`config.mk`:
```
export PLATFORM = sky130hd
export DESIGN_NAME = tick_rate_sync_adjuster_top
export DESIGN_NICKNAME = d
export VERILOG_FILES = /design/src/design/trsa_pkg.sv /design/src/design/trsa_mul.sv /design/src/design/trsa_div.sv /design/src/design/tick_rate_sync_adjuster_top.sv
export SDC_FILE = /design/constraint.sdc
export NUM_CORES = 1
export LEC_CHECK = 0
export BUFFER_PORTS_ARGS = -buffer_cell sky130_fd_sc_hd__buf_2
export CORE_AREA = 5 5 336 255
export DETAILED_ROUTE_END_ITERATION = 10
export DIE_AREA = 0 0 341 260
export GPL_TIMING_DRIVEN = 1
export PLACE_DENSITY = 0.65
export REMOVE_ABC_BUFFERS = 1
export SLEW_MARGIN = 20
export SYNTH_ARGS = -nofsm -noshare
export SYNTH_HDL_FRONTEND = slang
export SYNTH_SLANG_ARGS = --single-unit
```
`constraint.sdc`:
```
create_clock -name clk_i -period 9.35 [get_ports clk_i]
set_input_delay 0.935 -clock clk_i [delete_from_list [all_inputs] [get_ports clk_i]]
set_output_delay 0.935 -clock clk_i [all_outputs]
set_load 0.1 [all_outputs]
```
`src/design/trsa_pkg.sv`:
```
// ----------------------------------------------------------------------------
// trsa_pkg
// Shared types and constants of the tick rate sync adjuster.
// ----------------------------------------------------------------------------
package trsa_pkg;

  localparam int unsigned WORD_W      = 32;
  localparam int unsigned MUL_DIGIT_W = 2;
  localparam int unsigned MUL_STEPS   = WORD_W / MUL_DIGIT_W;
  localparam int unsigned DIV_STEPS   = WORD_W;

  localparam logic [WORD_W-1:0] PERIOD_FLOOR   = 32'd25;
  localparam logic [WORD_W-1:0] PERIOD_DEFAULT = 32'd50;
  localparam logic [WORD_W-1:0] PERIOD_SLOW    = 32'd100;

  typedef enum logic [1:0] {
    FUNC_TICK       = 2'd0,
    FUNC_SYNC       = 2'd1,
    FUNC_READ_CLEAR = 2'd2,
    FUNC_SET_PERIOD = 2'd3
  } func_e;

  typedef struct packed {
    logic [1:0]        func;
    logic [WORD_W-1:0] value;
  } in_t;

  typedef struct packed {
    logic [WORD_W-1:0] beat_count;
    logic [WORD_W-1:0] period_ms;
    logic [WORD_W-1:0] refresh_count;
    logic              synced;
  } out_t;

endpackage

```
`src/design/trsa_mul.sv`:
```
// ----------------------------------------------------------------------------
// trsa_mul
// Serial radix-4 shift-add multiplier, low word of the product only.
// ----------------------------------------------------------------------------
module trsa_mul (
  input  logic                          clk_i,
  input  logic                          rst_ni,
  input  logic                          start_i,
  input  logic [trsa_pkg::WORD_W-1:0]   mcand_i,
  input  logic [trsa_pkg::WORD_W-1:0]   mplier_i,
  output logic                          done_o,
  output logic [trsa_pkg::WORD_W-1:0]   product_o
);
  import trsa_pkg::*;

  localparam int unsigned CNT_W = $clog2(MUL_STEPS);
  localparam logic [CNT_W-1:0] CNT_LAST = CNT_W'(MUL_STEPS - 1);

  logic [WORD_W-1:0] m1_q, m3_q, mplier_q, acc_q;
  logic [WORD_W-1:0] pp;
  logic [CNT_W-1:0]  cnt_q;
  logic              run_q, done_q;

  // partial product for the current two-bit digit
  always_comb begin
    case (mplier_q[MUL_DIGIT_W-1:0])
      2'd0:    pp = '0;
      2'd1:    pp = m1_q;
      2'd2:    pp = {m1_q[WORD_W-2:0], 1'b0};
      default: pp = m3_q;
    endcase
  end

  always_ff @(posedge clk_i or negedge rst_ni) begin
    if (!rst_ni) begin
      run_q  <= 1'b0;
      done_q <= 1'b0;
      cnt_q  <= '0;
    end else begin
      done_q <= 1'b0;
      if (start_i) begin
        run_q <= 1'b1;
        cnt_q <= '0;
      end else if (run_q) begin
        cnt_q <= cnt_q + 1'b1;
        if (cnt_q == CNT_LAST) begin
          run_q  <= 1'b0;
          done_q <= 1'b1;
        end
      end
    end
  end

  always_ff @(posedge clk_i) begin
    if (start_i) begin
      m1_q     <= mcand_i;
      m3_q     <= mcand_i + {mcand_i[WORD_W-2:0], 1'b0};
      mplier_q <= mplier_i;
      acc_q    <= '0;
    end else if (run_q) begin
      acc_q    <= acc_q + pp;
      m1_q     <= m1_q << MUL_DIGIT_W;
      m3_q     <= m3_q << MUL_DIGIT_W;
      mplier_q <= mplier_q >> MUL_DIGIT_W;
    end
  end

  assign done_o    = done_q;
  assign product_o = acc_q;

endmodule

```
`src/design/trsa_div.sv`:
```
// ----------------------------------------------------------------------------
// trsa_div
// Serial restoring divider, one quotient bit per cycle.
// ----------------------------------------------------------------------------
module trsa_div (
  input  logic                          clk_i,
  input  logic                          rst_ni,
  input  logic                          start_i,
  input  logic [trsa_pkg::WORD_W-1:0]   dividend_i,
  input  logic [trsa_pkg::WORD_W-1:0]   divisor_i,
  output logic                          done_o,
  output logic [trsa_pkg::WORD_W-1:0]   quotient_o
);
  import trsa_pkg::*;

  localparam int unsigned CNT_W = $clog2(DIV_STEPS);
  localparam logic [CNT_W-1:0] CNT_LAST = CNT_W'(DIV_STEPS - 1);

  logic [WORD_W-1:0] rem_q, quo_q, dvsr_q;
  logic [WORD_W:0]   shifted, trial;
  logic [CNT_W-1:0]  cnt_q;
  logic              run_q, done_q;

  assign shifted = {rem_q, quo_q[WORD_W-1]};
  assign trial   = shifted - {1'b0, dvsr_q};

  always_ff @(posedge clk_i or negedge rst_ni) begin
    if (!rst_ni) begin
      run_q  <= 1'b0;
      done_q <= 1'b0;
      cnt_q  <= '0;
    end else begin
      done_q <= 1'b0;
      if (start_i) begin
        run_q <= 1'b1;
        cnt_q <= '0;
      end else if (run_q) begin
        cnt_q <= cnt_q + 1'b1;
        if (cnt_q == CNT_LAST) begin
          run_q  <= 1'b0;
          done_q <= 1'b1;
        end
      end
    end
  end

  always_ff @(posedge clk_i) begin
    if (start_i) begin
      rem_q  <= '0;
      quo_q  <= dividend_i;
      dvsr_q <= divisor_i;
    end else if (run_q) begin
      // keep the trial remainder only when it did not go negative
      if (!trial[WORD_W]) begin
        rem_q <= trial[WORD_W-1:0];
        quo_q <= {quo_q[WORD_W-2:0], 1'b1};
      end else begin
        rem_q <= shifted[WORD_W-1:0];
        quo_q <= {quo_q[WORD_W-2:0], 1'b0};
      end
    end
  end

  assign done_o     = done_q;
  assign quotient_o = quo_q;

endmodule

```
`src/design/tick_rate_sync_adjuster_top.sv`:
```
// ----------------------------------------------------------------------------
// tick_rate_sync_adjuster_top
// Local tick counter whose period is retuned to follow a remote tick count.
// ----------------------------------------------------------------------------
// One item is worked on at a time. Tick, read-and-clear, set-period and the
// syncs that need no division pass from execution straight to emit. A sync
// that retunes the period runs the radix-4 multiplier and then the restoring
// divider; a wrapped zero product skips the divider. A finished result waits
// in the output register while the next item is taken.
module tick_rate_sync_adjuster_top (
  input  logic              clk_i,
  input  logic              rst_ni,
  input  logic              in_valid_i,
  output logic              in_stall_o,
  input  trsa_pkg::in_t     in_data_i,
  output logic              out_valid_o,
  input  logic              out_stall_i,
  output trsa_pkg::out_t    out_data_o
);
  import trsa_pkg::*;

  typedef enum logic [2:0] {
    ST_IDLE,
    ST_EXEC,
    ST_MUL,
    ST_DIV,
    ST_EMIT
  } state_e;

  state_e            state_q, state_d;
  logic [1:0]        func_q, func_d;
  logic [WORD_W-1:0] value_q, value_d;
  logic              synced_q, synced_d;
  logic [WORD_W-1:0] local_q, local_d;
  logic [WORD_W-1:0] beats_last_q, beats_last_d;
  logic [WORD_W-1:0] remote_last_q, remote_last_d;
  logic [WORD_W-1:0] period_q, period_d;
  logic [WORD_W-1:0] refresh_q, refresh_d;
  logic [WORD_W-1:0] shown_q, shown_d;
  logic [WORD_W-1:0] needed_q, needed_d;
  logic              out_valid_q, out_valid_d;
  out_t              out_q, out_d;

  logic [WORD_W-1:0] predicted;
  logic              mul_start, mul_done, div_start, div_done;
  logic [WORD_W-1:0] product, quotient;
  logic              in_xfer;

  assign in_stall_o = (state_q != ST_IDLE);
  assign in_xfer    = in_valid_i && !in_stall_o;
  assign predicted  = (value_q - remote_last_q) + value_q;

  trsa_mul u_mul (
    .clk_i     (clk_i),
    .rst_ni    (rst_ni),
    .start_i   (mul_start),
    .mcand_i   (period_q),
    .mplier_i  (local_q - beats_last_q),
    .done_o    (mul_done),
    .product_o (product)
  );

  trsa_div u_div (
    .clk_i      (clk_i),
    .rst_ni     (rst_ni),
    .start_i    (div_start),
    .dividend_i (product),
    .divisor_i  (needed_q),
    .done_o     (div_done),
    .quotient_o (quotient)
  );

  always_comb begin
    state_d       = state_q;
    func_d        = func_q;
    value_d       = value_q;
    synced_d      = synced_q;
    local_d       = local_q;
    beats_last_d  = beats_last_q;
    remote_last_d = remote_last_q;
    period_d      = period_q;
    refresh_d     = refresh_q;
    shown_d       = shown_q;
    needed_d      = needed_q;
    out_d         = out_q;
    out_valid_d   = out_valid_q && out_stall_i;
    mul_start     = 1'b0;
    div_start     = 1'b0;

    case (state_q)
      ST_IDLE: begin
        if (in_xfer) begin
          func_d  = in_data_i.func;
          value_d = in_data_i.value;
          state_d = ST_EXEC;
        end
      end
      ST_EXEC: begin
        state_d = ST_EMIT;
        shown_d = refresh_q;
        case (func_e'(func_q))
          FUNC_TICK: begin
            refresh_d = refresh_q + 1'b1;
            local_d   = local_q + 1'b1;
            shown_d   = refresh_q + 1'b1;
          end
          FUNC_SYNC: begin
            if (!synced_q) begin
              // first sync loads the local, last-beat and last-remote counts and the default period
              synced_d      = 1'b1;
              local_d       = value_q;
              beats_last_d  = value_q;
              remote_last_d = value_q;
              period_d      = PERIOD_DEFAULT;
            end else if (predicted > local_q) begin
              needed_d  = predicted - local_q;
              mul_start = 1'b1;
              state_d   = ST_MUL;
            end else if (predicted < local_q) begin
              beats_last_d  = local_q;
              remote_last_d = value_q;
              period_d      = PERIOD_SLOW;
            end
          end
          FUNC_READ_CLEAR: begin
            refresh_d = '0;
          end
          FUNC_SET_PERIOD: begin
            period_d = value_q;
          end
          default: begin
            state_d = ST_EMIT;
          end
        endcase
      end
      ST_MUL: begin
        if (mul_done) begin
          if (product == '0) begin
            period_d      = PERIOD_DEFAULT;
            beats_last_d  = local_q;
            remote_last_d = value_q;
            state_d       = ST_EMIT;
          end else begin
            div_start = 1'b1;
            state_d   = ST_DIV;
          end
        end
      end
      ST_DIV: begin
        if (div_done) begin
          period_d      = (quotient < PERIOD_FLOOR) ? PERIOD_FLOOR : quotient;
          beats_last_d  = local_q;
          remote_last_d = value_q;
          state_d       = ST_EMIT;
        end
      end
      ST_EMIT: begin
        // hold until the output register is free
        if (!out_valid_q || !out_stall_i) begin
          out_d.beat_count    = local_q;
          out_d.period_ms     = period_q;
          out_d.refresh_count = shown_q;
          out_d.synced        = synced_q;
          out_valid_d         = 1'b1;
          state_d             = ST_IDLE;
        end
      end
      default: begin
        state_d = ST_IDLE;
      end
    endcase
  end

  always_ff @(posedge clk_i or negedge rst_ni) begin
    if (!rst_ni) begin
      state_q       <= ST_IDLE;
      synced_q      <= 1'b0;
      local_q       <= '0;
      beats_last_q  <= '0;
      remote_last_q <= '0;
      period_q      <= PERIOD_DEFAULT;
      refresh_q     <= '0;
      out_valid_q   <= 1'b0;
    end else begin
      state_q       <= state_d;
      synced_q      <= synced_d;
      local_q       <= local_d;
      beats_last_q  <= beats_last_d;
      remote_last_q <= remote_last_d;
      period_q      <= period_d;
      refresh_q     <= refresh_d;
      out_valid_q   <= out_valid_d;
    end
  end

  always_ff @(posedge clk_i) begin
    func_q   <= func_d;
    value_q  <= value_d;
    shown_q  <= shown_d;
    needed_q <= needed_d;
    out_q    <= out_d;
  end

  assign out_valid_o = out_valid_q;
  assign out_data_o  = out_q;

  a_mul_done_in_mul: assert property (@(posedge clk_i) disable iff (!rst_ni)
    mul_done |-> state_q == ST_MUL)
    else $error("multiplier finished outside the multiply step");

  a_div_done_in_div: assert property (@(posedge clk_i) disable iff (!rst_ni)
    div_done |-> state_q == ST_DIV)
    else $error("divider finished outside the divide step");

  a_synced_sticks: assert property (@(posedge clk_i) disable iff (!rst_ni)
    !$fell(synced_q))
    else $error("synced flag dropped without reset");

  a_xfer_to_exec: assert property (@(posedge clk_i) disable iff (!rst_ni)
    in_xfer |=> state_q == ST_EXEC)
    else $error("accepted transfer not taken to execution");

  a_div_needs_product: assert property (@(posedge clk_i) disable iff (!rst_ni)
    div_start |-> product != '0 && needed_q != '0)
    else $error("divide started with a zero operand");

endmodule
```
==> flow_summary.toml <==
[critical_path]
start_kind = "register"
endpoint_kind = "register"
criticalPathCategory = "reg2reg"
r2r_slack_ns = 1.71
required_ns = 9.74
critPathMaxFanout = 95
worstPathArrival_ns = 8.04

[floorplanning]
io-pin-count = 137
core_area_sq_um = 81860
start_util_pct = 41.68
rows = 91
fp.dieH_microns = 260
die_w_microns = 341
dieArea_sq_um = 88660

[timing]
fin_skew_ns = 0.02451
rsz0062_at_grt = "false"
period_needed_ns = 7.644
finalCritPeriodShare_pct = 81.75
hold_viol_final = 0
finalSetupViolCount = 0
slew_headroom_pct = 32.37
slew_violations = 0
setup_slack_ns = 1.706
hold_slack_ns = 0.4119
fmax_ghz = 0.1308
tightest_slew_ns = 0.9889

[clocking]
cts_setup_buffers = 0
ctsHoldBuffers = 0
clk_latency_ns = 0.64
cts_buffers = 60
clk_path_buf_depth = 3
ctsRootBufferMaster = "clkbuf_16"
cts_resized = 0
clkTransAtPathRegs_ns = 0.07
tritoncts = "yes"
htree_levels = 2
cts_sinks = 596

[route]
routedWlPerCell_microns = 18.95
num_vias = 26110
avgViaCountPerCell = 5.603
antenna_left = 0
drc_errors = 0
drt-initial-drc-count = 2541
first_pass_iters = 5
wirelength_microns = 88310

[grt]
grt_antenna_before_repair = 2
grt-ovfl-total = 0
grt_use_total_pct = 19.32
grt_max_degree = 105
first_global_vias = 23930
grt_pass1_wl_microns = 138300

[logic_synthesis]
synth_top_flop_cell = "edfxtp_1"
yosysUniqueCellTypes = 89
synth_compound_area_share_pct = 17.29
synth_xor_area_share_pct = 5.082
synth-adder-area-share_pct = 7.356
synth_enable_flop_cells = 354
syn_inst = 3459
synth-seq-area-share_pct = 47.97
synth-simple-area-share_pct = 13.51
synth.avg_cell_area_sq_um = 9.865
synth_top_family_by_area = "compound AO/OA/AOI/OAI gates"
synth_area_sq_um = 34120
ys_ff_latch = 596
async_flop_share_pct = 29.87
muxShareOfSynthArea_pct = 4.756
yosys_warnings = 0

[layout]
final_common_cell = "nand2_1"
area_growth_pct = 11.09
drive_above_1_share_pct = 10.64
nNetsFinal = 3773
stdcell_count = 4660
largest_register_ff_count = 97
final_cell_mix = "462 x nand2_1, 354 x edfxtp_1, 278 x o21ai_0, 262 x a21oi_1, 198 x inv_1"

[placement]
routabilityCongestion = 0.9327
hpwl_microns = 62910
placedCellCount = 4545
portBuffers = 136
post-place-ws_ns = 1.809

[run]
cap_violations = 0

[status]
status = "finished clean"

[hold_path]
hp-class = "reg2reg"
## worst max-delay path: stages (launching register included)
cell and delay, ns:
edfxtp_1 0.47, ha_1 0.36, o21ai_0 0.17, a21oi_1 0.11, o211ai_1 0.30, a31oi_1 0.24
a221oi_2 0.49, nor3b_1 0.14, a31oi_1 0.53, a21oi_1 0.16, xor2_1 0.18, ha_1 0.35
a21o_1 0.21, a21oi_1 0.27, nand2b_1 0.15, nand2b_1 0.05, a21oi_1 0.20, o211a_2 0.31
or3_4 0.79, clkinv_2 0.89, buf_4 0.60, and2_1 0.28
## Yosys cell counts, types with 86 or more instances
library cell / number / area share (%)
a21o_1: 86 / 1.9
a21oi_1: 264 / 3.9
clkbuf_1: 104 / 1.1
dfrtp_1: 175 / 13
edfxtp_1: 354 / 31
ha_1: 191 / 7.0
inv_1: 198 / 2.2
mux2i_1: 89 / 2.6
nand2_1: 462 / 5.1
nor2_1: 191 / 2.1
o21ai_0: 278 / 4.1
xnor2_1: 116 / 3.0
## layout make-up
class | count | area (sq um)
fillers | 7574 | 43960
multi-input cells | 2514 | 16470
flip-flops and latches | 596 | 16370
clock buffers | 88 | 1800
well taps | 1069 | 1338
repair buffers | 165 | 910.9
inverters | 201 | 755.7
clock inverters | 26 | 255.2
diodes | 1 | 2.502
## cells by family (layout without fill, tap and decap cells)
kind of cell,count (synthesis),after routing
multiplexers,154,154
adder cells (fa/ha/maj),197,197
flip-flops,596,596
AO/OA/AOI/OAI,950,950
XOR/XNOR,198,198
AND/OR/NAND/NOR,1015,1015
other,0,1
buffers and inverters,349,480
## final timing paths
path,from,end,cells past startpoint
worst min register to register,shown_q[30],out_data_o[31],0
min in group asynchronous,rst_ni,period_q[0],1
max in group asynchronous,rst_ni,u_mul.run_q,2
worst min-delay path,shown_q[30],out_data_o[31],0
worst max register to register,value_q[1],u_mul.m3_q[1],21
worst max-delay path,value_q[1],u_mul.m3_q[1],21
## stage by stage
| stage | setup TNS [ns] | util [%] | instance area (sq um) |
|---|---|---|---|
| after floorplan | -45.40 | - | 33500 |
| after global placement | 0 | 43.78 | 35840 |
| after global routing | 0 | 46.30 | 37900 |
| after CTS | 0 | 46.29 | 37890 |
| final | 0 | 46.30 | 37910 |
| after detailed placement | 0 | 43.78 | 35840 |
## routing by layer
layer | track usage [%] | wire length (microns) | part of all wire (%)
met4 | 3.674 | 1411 | 1.6
met3 | 4.857 | 7630 | 8.6
met2 | 26.38 | 34670 | 39
met1 | 30.67 | 44590 | 50
met5 | 0 | 0 | 0
Power is not shown: default switching activity piles up to over one toggle a cycle in this logic, so the estimate is an artifact.
